==> config.mk <==
export PLATFORM = sky130hd
export DESIGN_NAME = modbus_sensor_frame_receiver_unit_flat
export DESIGN_NICKNAME = d
export VERILOG_FILES = /design/src/design/msfr_pkg.sv /design/src/design/msfr_item_if.sv /design/src/design/msfr_result_if.sv /design/src/design/msfr_cfg_if.sv /design/src/design/modbus_sensor_frame_receiver_unit.sv /design/src/flat_wrapper.sv
export SDC_FILE = /design/constraint.sdc
export NUM_CORES = 1
export LEC_CHECK = 0
export ABC_AREA = 1
export BUFFER_PORTS_ARGS = -buffer_cell sky130_fd_sc_hd__buf_2
export CORE_AREA = 2 2 113 115
export DETAILED_ROUTE_END_ITERATION = 16
export DIE_AREA = 0 0 115 117
export GPL_TIMING_DRIVEN = 1
export HOLD_SLACK_MARGIN = 0.15
export PLACE_DENSITY_LB_ADDON = 0.12
export SLEW_MARGIN = 10
export SYNTH_ARGS = -nofsm -noshare
export SYNTH_HDL_FRONTEND = slang
export SYNTH_SLANG_ARGS = --single-unit
export TNS_END_PERCENT = 50
==> constraint.sdc <==
create_clock -name clk -period 4.4 [get_ports clk]
set_input_delay 0.44 -clock clk [delete_from_list [all_inputs] [get_ports clk]]
set_output_delay 0.44 -clock clk [all_outputs]
set_load 0.01 [all_outputs]
==> src/design/msfr_pkg.sv <==
`timescale 1ns / 1ps
// Package for the Modbus sensor frame receiver: frame constants, event and
// command codes, hunt states and the Modbus CRC-16 byte update. No dependencies.
package msfr_pkg;

    localparam int unsigned CFG_IDX_W   = 1;
    localparam int unsigned CFG_DATA_W  = 8;
    localparam int unsigned STORE_DEPTH = 10;

    localparam logic [CFG_IDX_W-1:0] REG_RECEIVE_ENABLE = 1'd0;
    localparam logic [CFG_IDX_W-1:0] REG_IDLE_LIMIT     = 1'd1;

    localparam logic       ENABLE_RESET     = 1'b1;
    localparam logic [7:0] IDLE_LIMIT_RESET = 8'd100;

    localparam logic [7:0] MAX_ADDR   = 8'h04;
    localparam logic [7:0] MIN_ADDR   = 8'h01;
    localparam logic [7:0] FUNC_CODE  = 8'h03;
    localparam logic [7:0] COUNT_CODE = 8'h06;

    localparam logic [3:0] HDR_LEN   = 4'd3;
    localparam logic [3:0] CRC_LEN   = 4'd9;
    localparam logic [3:0] CRC_LO    = 4'd9;
    localparam logic [3:0] LAST_POS  = 4'd10;
    localparam logic [3:0] FRAME_LEN = 4'd11;

    localparam logic [15:0] CRC_INIT = 16'hFFFF;
    localparam logic [15:0] CRC_POLY = 16'hA001;

    localparam logic CMD_BYTE  = 1'b0;
    localparam logic CMD_EMPTY = 1'b1;

    localparam logic [1:0] EV_NONE   = 2'd0;
    localparam logic [1:0] EV_ACCEPT = 2'd1;
    localparam logic [1:0] EV_REJECT = 2'd2;
    localparam logic [1:0] EV_IDLE   = 2'd3;

    typedef enum logic [1:0] {
        ST_ADDR  = 2'd0,
        ST_FUNC  = 2'd1,
        ST_COUNT = 2'd2,
        ST_BODY  = 2'd3
    } hunt_t;

    function automatic logic [15:0] crc16_byte(input logic [15:0] crc, input logic [7:0] b);
        logic [15:0] c;
        c = crc ^ {8'h00, b};
        for (int i = 0; i < 8; i++)
        begin
            if (c[0])
                c = (c >> 1) ^ CRC_POLY;
            else
                c = c >> 1;
        end
        return c;
    endfunction

endpackage

==> src/design/msfr_item_if.sv <==
`timescale 1ns / 1ps
// Input item channel: valid/ready handshake with command and received byte.
// Depends on nothing.
interface msfr_item_if;
    logic       valid;
    logic       ready;
    logic       command;
    logic [7:0] data_byte;

    modport source (output valid, output command, output data_byte, input ready);
    modport sink (input valid, input command, input data_byte, output ready);
endinterface

==> src/design/msfr_result_if.sv <==
`timescale 1ns / 1ps
// Result channel: valid/ready handshake with event code and sensor fields.
// Depends on nothing.
interface msfr_result_if;
    logic       valid;
    logic       ready;
    logic [1:0] event_res;
    logic [1:0] sensor_index;
    logic [7:0] segment;
    logic [7:0] deviation_left;
    logic [7:0] deviation_mid;
    logic [7:0] deviation_right;
    logic [7:0] point_low;
    logic [7:0] point_high;

    modport source (output valid, output event_res, output sensor_index, output segment,
                    output deviation_left, output deviation_mid, output deviation_right,
                    output point_low, output point_high, input ready);
    modport sink (input valid, input event_res, input sensor_index, input segment,
                  input deviation_left, input deviation_mid, input deviation_right,
                  input point_low, input point_high, output ready);
endinterface

==> src/design/msfr_cfg_if.sv <==
`timescale 1ns / 1ps
// Configuration write channel: valid/ready handshake with register index and data.
// Depends on msfr_pkg for the field widths.
interface msfr_cfg_if;
    import msfr_pkg::*;

    logic                  valid;
    logic                  ready;
    logic [CFG_IDX_W-1:0]  index;
    logic [CFG_DATA_W-1:0] data;

    modport source (output valid, output index, output data, input ready);
    modport sink (input valid, input index, input data, output ready);
endinterface

==> src/design/modbus_sensor_frame_receiver_unit.sv <==
// Modbus sensor frame receiver: hunts 11-byte RTU responses, checks the CRC-16
// and emits one result per item. Depends on msfr_pkg and the channel interfaces.
// The result is registered: result valid rises in the cycle after the item transfer.
// Throughput: one item per cycle while the result register is empty or being taken;
// the CRC byte update and frame check are combinational before the result register.
// Reset: rst_n asynchronous, active low; hunt restarts, CRC at 0xFFFF, enable 1, limit 100.
`timescale 1ns / 1ps
module modbus_sensor_frame_receiver_unit (
    input  logic           clk,
    input  logic           rst_n,
    msfr_item_if.sink      item,
    msfr_result_if.source  result,
    msfr_cfg_if.sink       cfg
);
    import msfr_pkg::*;

    logic        enable_reg;
    logic [7:0]  idle_limit_reg;

    hunt_t       hunt_reg;
    hunt_t       hunt_next;
    logic [3:0]  count_reg;
    logic [3:0]  count_next;
    logic [15:0] crc_reg;
    logic [15:0] crc_next;
    logic [7:0]  idle_reg;
    logic [7:0]  idle_next;
    logic [7:0]  frame_reg [STORE_DEPTH];

    logic        res_valid_reg;
    logic [1:0]  ev_reg;
    logic [1:0]  index_reg;
    logic [7:0]  seg_reg;
    logic [7:0]  off_l_reg;
    logic [7:0]  off_m_reg;
    logic [7:0]  off_r_reg;
    logic [7:0]  pt_l_reg;
    logic [7:0]  pt_h_reg;

    logic        accept;
    logic        fr_we;
    logic [3:0]  fr_idx;
    logic [15:0] crc_seed;
    logic [15:0] crc_upd;
    logic [7:0]  idle_inc;
    logic        frame_ok;
    logic [1:0]  ev_next;

    assign cfg.ready  = 1'b1;
    assign item.ready = !res_valid_reg || result.ready;
    assign accept     = item.valid && item.ready;

    assign result.valid           = res_valid_reg;
    assign result.event_res       = ev_reg;
    assign result.sensor_index    = index_reg;
    assign result.segment         = seg_reg;
    assign result.deviation_left  = off_l_reg;
    assign result.deviation_mid   = off_m_reg;
    assign result.deviation_right = off_r_reg;
    assign result.point_low       = pt_l_reg;
    assign result.point_high      = pt_h_reg;

    always_ff @(posedge clk or negedge rst_n)
    begin
        if (!rst_n)
        begin
            enable_reg     <= ENABLE_RESET;
            idle_limit_reg <= IDLE_LIMIT_RESET;
        end
        else if (cfg.valid && cfg.ready)
        begin
            case (cfg.index)
                REG_RECEIVE_ENABLE: enable_reg     <= cfg.data[0];
                REG_IDLE_LIMIT:     idle_limit_reg <= cfg.data[7:0];
                default:            ;
            endcase
        end
    end

    assign crc_seed = (hunt_reg == ST_ADDR) ? CRC_INIT : crc_reg;
    assign crc_upd  = crc16_byte(crc_seed, item.data_byte);
    assign idle_inc = idle_reg + 8'd1;
    assign frame_ok = (frame_reg[0] >= MIN_ADDR) && (frame_reg[0] <= MAX_ADDR)
                      && (frame_reg[CRC_LO] == crc_reg[7:0])
                      && (item.data_byte == crc_reg[15:8]);

    always_comb
    begin
        hunt_next  = hunt_reg;
        count_next = count_reg;
        crc_next   = crc_reg;
        idle_next  = idle_reg;
        fr_we      = 1'b0;
        fr_idx     = 4'd0;
        ev_next    = EV_NONE;
        if (accept && enable_reg)
        begin
            if (item.command == CMD_EMPTY)
            begin
                if (idle_inc >= idle_limit_reg)
                begin
                    idle_next  = 8'd0;
                    hunt_next  = ST_ADDR;
                    count_next = 4'd0;
                    ev_next    = EV_IDLE;
                end
                else
                begin
                    idle_next = idle_inc;
                end
            end
            else
            begin
                idle_next = 8'd0;
                case (hunt_reg)
                    ST_ADDR:
                    begin
                        if (item.data_byte <= MAX_ADDR)
                        begin
                            fr_we      = 1'b1;
                            fr_idx     = 4'd0;
                            crc_next   = crc_upd;
                            count_next = 4'd1;
                            hunt_next  = ST_FUNC;
                        end
                    end
                    ST_FUNC:
                    begin
                        if (item.data_byte == FUNC_CODE)
                        begin
                            fr_we      = 1'b1;
                            fr_idx     = 4'd1;
                            crc_next   = crc_upd;
                            count_next = 4'd2;
                            hunt_next  = ST_COUNT;
                        end
                        else
                        begin
                            hunt_next = ST_ADDR;
                        end
                    end
                    ST_COUNT:
                    begin
                        if (item.data_byte == COUNT_CODE)
                        begin
                            fr_we      = 1'b1;
                            fr_idx     = 4'd2;
                            crc_next   = crc_upd;
                            count_next = HDR_LEN;
                            hunt_next  = ST_BODY;
                        end
                        else
                        begin
                            hunt_next = ST_ADDR;
                        end
                    end
                    ST_BODY:
                    begin
                        if (count_reg < HDR_LEN || count_reg >= FRAME_LEN)
                        begin
                            hunt_next  = ST_ADDR;
                            count_next = 4'd0;
                        end
                        else
                        begin
                            if (count_reg < CRC_LEN)
                                crc_next = crc_upd;
                            if (count_reg < LAST_POS)
                            begin
                                fr_we      = 1'b1;
                                fr_idx     = count_reg;
                                count_next = count_reg + 4'd1;
                            end
                            else
                            begin
                                hunt_next  = ST_ADDR;
                                count_next = 4'd0;
                                ev_next    = frame_ok ? EV_ACCEPT : EV_REJECT;
                            end
                        end
                    end
                    default:
                    begin
                        hunt_next  = ST_ADDR;
                        count_next = 4'd0;
                    end
                endcase
            end
        end
    end

    always_ff @(posedge clk or negedge rst_n)
    begin
        if (!rst_n)
        begin
            hunt_reg      <= ST_ADDR;
            count_reg     <= 4'd0;
            crc_reg       <= CRC_INIT;
            idle_reg      <= 8'd0;
            res_valid_reg <= 1'b0;
            ev_reg        <= EV_NONE;
        end
        else
        begin
            hunt_reg  <= hunt_next;
            count_reg <= count_next;
            crc_reg   <= crc_next;
            idle_reg  <= idle_next;
            if (accept)
            begin
                res_valid_reg <= 1'b1;
                ev_reg        <= ev_next;
            end
            else if (result.ready)
            begin
                res_valid_reg <= 1'b0;
            end
        end
    end

    always_ff @(posedge clk)
    begin
        if (fr_we)
            frame_reg[fr_idx] <= item.data_byte;
    end

    // Hold sensor fields at zero unless the frame passes.
    always_ff @(posedge clk)
    begin
        if (accept)
        begin
            if (ev_next == EV_ACCEPT)
            begin
                index_reg <= 2'(frame_reg[0] - MIN_ADDR);
                seg_reg   <= frame_reg[3];
                off_l_reg <= frame_reg[4];
                off_m_reg <= frame_reg[5];
                off_r_reg <= frame_reg[6];
                pt_l_reg  <= frame_reg[7];
                pt_h_reg  <= frame_reg[8];
            end
            else
            begin
                index_reg <= 2'd0;
                seg_reg   <= 8'd0;
                off_l_reg <= 8'd0;
                off_m_reg <= 8'd0;
                off_r_reg <= 8'd0;
                pt_l_reg  <= 8'd0;
                pt_h_reg  <= 8'd0;
            end
        end
    end

`ifndef SYNTHESIS
    a_result_follows_item: assert property (@(posedge clk) disable iff (!rst_n)
        accept |=> res_valid_reg)
        else $error("no result after item transfer");

    a_body_count_range: assert property (@(posedge clk) disable iff (!rst_n)
        hunt_reg == ST_BODY |-> (count_reg >= HDR_LEN && count_reg <= LAST_POS))
        else $error("byte count out of range while collecting body");

    a_fields_zero: assert property (@(posedge clk) disable iff (!rst_n)
        (res_valid_reg && ev_reg != EV_ACCEPT) |->
            (index_reg == 2'd0 && seg_reg == 8'd0 && off_l_reg == 8'd0
             && off_m_reg == 8'd0 && off_r_reg == 8'd0 && pt_l_reg == 8'd0
             && pt_h_reg == 8'd0))
        else $error("sensor fields nonzero without accepted frame");

    a_disabled_quiet: assert property (@(posedge clk) disable iff (!rst_n)
        (accept && !enable_reg) |=> (ev_reg == EV_NONE && $stable(hunt_reg)))
        else $error("state or event changed while receive disabled");
`endif

endmodule

==> src/flat_wrapper.sv <==
// flat-port wrapper written by rule: the top's interface ports become plain ports
module modbus_sensor_frame_receiver_unit_flat import msfr_pkg::*;
  (clk, rst_n, item_valid, item_command, item_data_byte, item_ready, result_valid, result_event_res, result_sensor_index, result_segment, result_deviation_left, result_deviation_mid, result_deviation_right, result_point_low, result_point_high, result_ready, cfg_valid, cfg_index, cfg_data, cfg_ready);
  msfr_item_if item_i ();
  msfr_result_if result_i ();
  msfr_cfg_if cfg_i ();
  input  logic clk;
  input  logic rst_n;
  input wire logic [$bits(item_i.valid)-1:0] item_valid;
  input wire logic [$bits(item_i.command)-1:0] item_command;
  input wire logic [$bits(item_i.data_byte)-1:0] item_data_byte;
  output wire logic [$bits(item_i.ready)-1:0] item_ready;
  output wire logic [$bits(result_i.valid)-1:0] result_valid;
  output wire logic [$bits(result_i.event_res)-1:0] result_event_res;
  output wire logic [$bits(result_i.sensor_index)-1:0] result_sensor_index;
  output wire logic [$bits(result_i.segment)-1:0] result_segment;
  output wire logic [$bits(result_i.deviation_left)-1:0] result_deviation_left;
  output wire logic [$bits(result_i.deviation_mid)-1:0] result_deviation_mid;
  output wire logic [$bits(result_i.deviation_right)-1:0] result_deviation_right;
  output wire logic [$bits(result_i.point_low)-1:0] result_point_low;
  output wire logic [$bits(result_i.point_high)-1:0] result_point_high;
  input wire logic [$bits(result_i.ready)-1:0] result_ready;
  input wire logic [$bits(cfg_i.valid)-1:0] cfg_valid;
  input wire logic [$bits(cfg_i.index)-1:0] cfg_index;
  input wire logic [$bits(cfg_i.data)-1:0] cfg_data;
  output wire logic [$bits(cfg_i.ready)-1:0] cfg_ready;
  assign item_i.valid = item_valid;
  assign item_i.command = item_command;
  assign item_i.data_byte = item_data_byte;
  assign item_ready = item_i.ready;
  assign result_valid = result_i.valid;
  assign result_event_res = result_i.event_res;
  assign result_sensor_index = result_i.sensor_index;
  assign result_segment = result_i.segment;
  assign result_deviation_left = result_i.deviation_left;
  assign result_deviation_mid = result_i.deviation_mid;
  assign result_deviation_right = result_i.deviation_right;
  assign result_point_low = result_i.point_low;
  assign result_point_high = result_i.point_high;
  assign result_i.ready = result_ready;
  assign cfg_i.valid = cfg_valid;
  assign cfg_i.index = cfg_index;
  assign cfg_i.data = cfg_data;
  assign cfg_ready = cfg_i.ready;
  modbus_sensor_frame_receiver_unit u_core (.clk(clk), .rst_n(rst_n), .item(item_i), .result(result_i), .cfg(cfg_i));
endmodule
==> results.tsv, run 1 <==
metric	value	unit
Final WS setup	1016	ps
hold slack	179.0	ps
most frequent cell after synthesis	inv_1	
largest net degree at the start of global routing	51	
Rel. slew slack	0.3523	
final setup vio count	0	
global router's overall resource usage	0.2116	
Worst path most repeated cell	nand2_1	
combinational family with the most area after synthesis	simple AND/OR/NAND/NOR gates	
VDD IR-drop max	0.2649	mV
area share of fa/ha/maj cells after synthesis	0.02502	
NumNets Final	783	
Crit-path slowest cell	buf_4	
RSZ-0062 raised after global routing	no	
Placer Congestion	0.9009	
first-pass GRT wire length	21.27	mm
Synth top area share	0.4889	
hpwl dp	8.968	mm
crit-path max cell delay	410	ps
status	completed	
hold crit path type	in -> async	
fraction of registers with async set/reset	0.2692	
vias in the first global route	4270	
Buf/Inv on CP	3	
Layout area overhead	14.44	%
prevailing post-synth register cell	edfxtp_1	
setup TNS	0	ps
core area	12310	sq um
Critical Path End Type	flop	
measured slew at the worst slew-check pin	971.6	ps
postcts setup bufs	0	
CTS clk-pin slew, worst paths	60	ps
Die X	115	microns
Seq/Total Area, Yosys	0.6426	
final hold vios	0	
CTS tree	built	
Post-CTS Resized	0	
fmax	295.5	MHz
drt total wl	13.40	mm
XOR/XNOR share of the synthesized area	0.02252	
critical path peak fanout	50	
Req. time, crit path	4560	ps
syn_nets	699	
synth warn	0	
Synth Instances	662	
Rows	41	
initial DRC count	478	
Max clock buf depth	2	
ANT cells	0	
Arr. time, crit path	3540	ps
leakage power figure	3.588	nW
met2 WL	6.439	mm
mapped cell area	7002	sq um
clk_lat worst skew	420	ps
crit path launch type	flop	
worst slack, placed	1035	ps
Via Count	4672	
Layout Skew	7.627	ps
CP top delay family	simple AND/OR/NAND/NOR gates	
CTS sink cnt	156	
fin cells	909	
post-synthesis mux area share	0	
chip height	117	microns
Routed WL per cell	14.74	microns
Top Ports	78	
Setup CP Type	reg -> reg	
Synth area leader	edfxtp_1	
crit path cell chain	inv_1 -> nor3_1 -> nand3_1 -> nor3_1 -> xor2_1 -> ha_1 -> nand2_1 -> nor2_1 -> nand4_1 -> o2111a_1 -> nand2_1 -> nand2_1 -> inv_1 -> nand3_2 -> buf_4 -> nor2_1	
Post-Synth Simple-Gate Area	0.1671	
Pre-antenna DRT Iters	5	
Power, Total	4.098	mW
area fraction in compound gates after synthesis	0.05843	
Max Slew Vio Count	0	
Via density	5.140	
number of synthesized register bits	156	
routed metal-1 wire length	6.114	mm
Synth cell types	42	
power density over the cells	511.5	nW/um^2
Synth area leaders	edfxtp_1, dfrtp_1, dfstp_2, inv_1, nand2_1	
PortBufs	76	
initial antenna violation count	0	
EDFF count, synth	114	
synth cell count leaders	inv_1, edfxtp_1, nand2_1	
CTS buffer count	17	
WL met3	621	microns
Largest register FFs	64	
initial core utilization	0.5687	
htree depth	4	
share of post-route cells with drive strength above 1	0.2108	
grt total ovfl	0	
top sig layer	met4	
hold buffer count at cts	0	
max cap viols	0	
number of cells after detailed placement	877	
DIE AREA	13460	sq um
antenna viol nets, final	0	
drt drc	0	
Synth Area per Inst	10.58	sq um
Period Utilization, post-route	0.7691	
minimum clock period after layout	3384	ps
Root Buffer	clkbuf_16	
-- logic make-up (layout without fill, tap and decap cells) --
logic type	after synthesis	in the layout
other	1	1
adders and majority gates	14	14
buffers and inverters	138	235
DFF	156	156
and+or+nand+nor	263	263
xor gates and xnor gates	18	18
AOI/OAI and AO/OA	72	72
-- where the power goes --
group	leakage [nW]	internal [mW]	switching, mW
Clock	0.256	0.767	0.558
Combinational	1.77	0.303	0.560
Sequential	1.56	1.79	0.120
Total	3.59	2.86	1.24
-- metal layers --
| metal | track usage | up-vias |
|---|---|---|
| met4 | 0.08594 | 0 |
| met1 | 0.2793 | 2191 |
| li1 | - | 2331 |
| met5 | 0 | - |
| met2 | 0.3463 | 130 |
| met3 | 0.04428 | 20 |
-- final timing paths --
path / start / end / slack (ps) / depth (start not counted)
setup / recovery: u_core.idle_reg[2] / u_core.result.deviation_mid[7] / 1020 / 16
hold / removal: rst_n / u_core.hunt_reg[0] / 180 / 1
setup reg to reg: u_core.idle_reg[2] / u_core.result.deviation_mid[7] / 1020 / 16
hold reg to reg: u_core.idle_limit_reg[2] / u_core.idle_limit_reg[2] / 480 / 2
max in group asynchronous: rst_n / u_core.idle_reg[4] / 3610 / 1
min in group clk: cfg_valid / u_core.enable_reg / 190 / 2
-- layout by cell type, fill, tap and decap left out, drive strengths merged, types with 9 or more instances in the layout --
| cell | netlist | layout |
|---|---|---|
| clkinv | 2 | 10 |
| inv | 121 | 121 |
| dfstp | 20 | 20 |
| edfxtp | 114 | 114 |
| nand2 | 111 | 111 |
| xor2 | 9 | 9 |
| nor2 | 89 | 89 |
| nor3 | 10 | 10 |
| nand3 | 37 | 37 |
| buf | 12 | 80 |
| clkbuf | 3 | 19 |
| o21ai | 35 | 35 |
| a21oi | 21 | 21 |
| ha | 14 | 14 |
| dfrtp | 22 | 22 |
| xnor2 | 9 | 9 |
-- area by class of cell --
class                   instances  area [sq um]
multi-input cells             368          1916
fillers                       980          4299
repair buffers                 80         410.4
inverters                     123         464.2
well taps                     150         187.7
clock buffers                  19         432.9
flip-flops and latches        156          4499
clock inverters                13         102.6
-- through the flow --
step	instance area, sq um	utilization
2_1_floorplan	7002	-
3_3_place_gp	7477	0.6073
3_5_place_dp	7477	0.6073
4_1_cts	8013	0.6508
5_1_grt	8013	0.6508
6_report	8013	0.6508
No activity file was read; power rests on OpenSTA's default activity.
==> inputs of run 2 (changes only) <==
- ABC_AREA: 1 -> 0
- CORE_AREA: 2 2 113 115 -> 2 2 112 114
- DIE_AREA: 0 0 115 117 -> 0 0 114 116
- clock period: 4.4 -> 3.5 ns (I/O delays scaled with it)
==> results.tsv, run 2 <==
metric	value	unit	change
fin cells	764		-16%
setup TNS	0	ps	unchanged
R2R cell count	11		-5
power density over the cells	550.0	nW/um^2	+7.5%
fin area	8026	sq um	+0.17%
EDFF count, synth	114		unchanged
fraction of registers with async set/reset	0.2692		unchanged
htree depth	4		unchanged
DP Area	7382	sq um	-1.3%
number of cells after detailed placement	724		-17%
Hold Startpoint	item_valid		
drt total wl	12.74	mm	-4.9%
Power, Total	4.414	mW	+7.7%
most common cell after layout, fill and taps aside	edfxtp_1		
Final WS setup	664.9	ps	-351.1 ps
leakage power figure	3.343	nW	-6.8%
CTS clk-pin slew, worst paths	60	ps	about the same
global router's overall resource usage	0.2065		-0.005068
vias in the first global route	4060		-4.9%
RR Startpoint	u_core.idle_reg[0]		
Synth top area share	0.4999		+0.01099
DIE AREA	13220	sq um	-1.7%
initial core utilization	0.5749		+0.006196
worst flop-to-flop path endpoint	u_core.result.event_res[1]		
RSZ-0062 raised after global routing	no		
final hold vios	0		unchanged
Comb power frac	0.120		-0.091
commonest cells after routing, fill and taps aside	edfxtp_1, buf_2, and3_1		
mapped cell area	6848	sq um	-2.2%
r2r setup slk	660	ps	-350 ps
core area	11910	sq um	-3.3%
Layout area overhead	17.21	%	
Rel. slew slack	0.3558		+0.003538
Sw Share	0.2388		-0.06338
Int Power	3.360	mW	+18%
final setup vio count	0		unchanged
Seq pwr share	0.489		+0.023
postcts setup bufs	0		unchanged
Arr. time, crit path	3120	ps	-420 ps
Synth Area per Inst	13.32	sq um	+26%
Placer Congestion	0.8525		-5.4%
hold slack	174.2	ps	-4.812 ps
Synth area leaders	edfxtp_1, dfrtp_1, dfstp_2, and3_1, xnor2_1		
CTS sink cnt	156		unchanged
first-pass GRT wire length	20.63	mm	-3.0%
Max Slew Vio Count	0		unchanged
most frequent cell after synthesis	edfxtp_1		
Critical Path End Type	flop		
syn_nets	551		-21%
Layout Skew	8.861	ps	+1.234 ps
hpwl dp	8.491	mm	-5.3%
CTS buffer count	17		unchanged
chip height	116	microns	-0.85%
Seq/Total Area, Yosys	0.6570		+0.01444
synth cell count leaders	edfxtp_1, and3_1, nand2_1		
Max clock buf depth	2		unchanged
grt total ovfl	0		unchanged
minimum clock period after layout	2835	ps	-548.9 ps
Setup CP Type	reg -> reg		
status	completed		
clk_lat worst skew	420	ps	about the same
worst hold path depth	2		
Root Buffer	clkbuf_16		
share of post-route cells with drive strength above 1	0.2577		+0.04689
largest net degree at the start of global routing	51		unchanged
Synth area leader	edfxtp_1		
fmax	352.7	MHz	+19%
worst slack, placed	390.2	ps	-644.7 ps
Via Count	4148		-11%
number of synthesized register bits	156		unchanged
Rows	40		-2.4%
Top Ports	78		unchanged
critical path peak fanout	12		-76%
Period Utilization, post-route	0.8100		+0.04093
Worst Hold End	u_core.result.valid		
P_sw	1.054	mW	-15%
drt drc	0		unchanged
VDD IR-drop max	0.3195	mV	+21%
crit path launch type	flop		
CTS tree	built		
Die X	114	microns	-0.87%
initial antenna violation count	0		unchanged
Largest register FFs	64		unchanged
prevailing post-synth register cell	edfxtp_1		
synth warn	0		unchanged
Synth Instances	514		-22%
Req. time, crit path	3790	ps	-770 ps
post-layout util	0.6738		+0.02303
measured slew at the worst slew-check pin	966.2	ps	-5.307 ps
Via density	5.429		+5.6%
Routed WL per cell	16.67	microns	+13%
NumNets Final	641		-18%
max cap viols	0		unchanged
Pre-antenna DRT Iters	4		-1
antenna viol nets, final	0		unchanged
ANT cells	0		unchanged
Synth cell types	56		+33%
Clk network pwr share	0.391		+0.068
hold crit path type	in -> reg		
initial DRC count	446		-6.7%
PortBufs	76		unchanged
==> run 2: changes by cell type in the layout (fill, tap and decap cells not counted), sizes merged, moves of 8 or more <==
cell         delta
buf            +11
and3           +52
a21oi          -11
nor2           -56
xnor2          +18
inv           -107
dlygate4sd3     +8
nand3          -30
mux2           +10
nand2          -70
xor2           +15
==> run 2: how the worst max path moves through the flow <==
| stage | startpoint | to | cells past startpoint | slack (ps) |
|---|---|---|---|---|
| 3_3_place_gp | u_core.count_reg[1] | u_core.frame_reg[8][6] | 7 | 600 |
| 2_1_floorplan | u_core.count_reg[1] | u_core.frame_reg[5][0] | 8 | 620 |
| 3_5_place_dp | u_core.count_reg[1] | u_core.frame_reg[8][6] | 7 | 390 |
| 4_1_cts | u_core.count_reg[1] | u_core.frame_reg[8][6] | 7 | 390 |
| 6_report | u_core.idle_reg[0] | u_core.result.event_res[1] | 11 | 660 |
| 5_1_grt | u_core.idle_reg[0] | u_core.result.event_res[1] | 11 | 320 |
==> run 2: routing by layer <==
metal | vias to the layer above | routed length, microns | track usage
li1 | 2031 | - | -
met3 | 16 | 466 | 0.04236
met4 | 0 | 204 | 0.09512
met2 | 103 | 6280 | 0.3337
met1 | 1998 | 5785 | 0.2722
met5 | - | 0 | 0
==> run 2: cell families (layout without fill, tap and decap cells) <==
kind of cell | count (synthesis) | count (layout) | synth area share
DFF | 156 | 156 | 0.6570
other | 1 | 1 | 0.0005476
muxes | 10 | 10 | 0.01644
adders and majority gates | 14 | 14 | 0.02558
AOI/OAI and AO/OA | 68 | 68 | 0.06468
buffers and inverters | 42 | 145 | 0.02923
xor gates and xnor gates | 53 | 53 | 0.07418
and+or+nand+nor | 170 | 170 | 0.1323
==> run 2: worst max-delay path, cell delays in order (launching register included) <==
cell	delay [ps]
dfrtp_1	450
ha_1	280
nand3_1	140
xnor2_1	250
ha_1	290
a21o_1	160
a2111oi_0	380
o21a_1	180
o21ai_0	80
buf_4	190
nand2_1	170
o21ai_0	130
==> run 2: what timing repair did <==
action,4_1_cts,5_1_grt
gates resized for setup,0,1
endpoints found under the hold margin,29,0
hold buffers,8,0
endpoints found under the setup margin,0,8
==> run 2: final cells by class <==
| class | count | area, sq um |
|---|---|---|
| clock buffer | 20 | 436.7 |
| clock inverter | 12 | 122.6 |
| fill | 876 | 3885 |
| inverter | 14 | 52.55 |
| multi-input combinational | 316 | 2158 |
| sequential | 156 | 4499 |
| tap | 147 | 183.9 |
| timing repair buffer | 99 | 573.1 |
==> run 2: power groups by stage <==
stage	combinational [mW]	sequential, mW	clock (mW)
6_report	0.530	2.16	1.73
5_1_grt	0.589	2.17	1.84
4_1_cts	0.538	2.16	1.76
3_5_place_dp	0.526	2.19	0
3_3_place_gp	0.509	2.19	0
2_1_floorplan	0.393	2.18	0
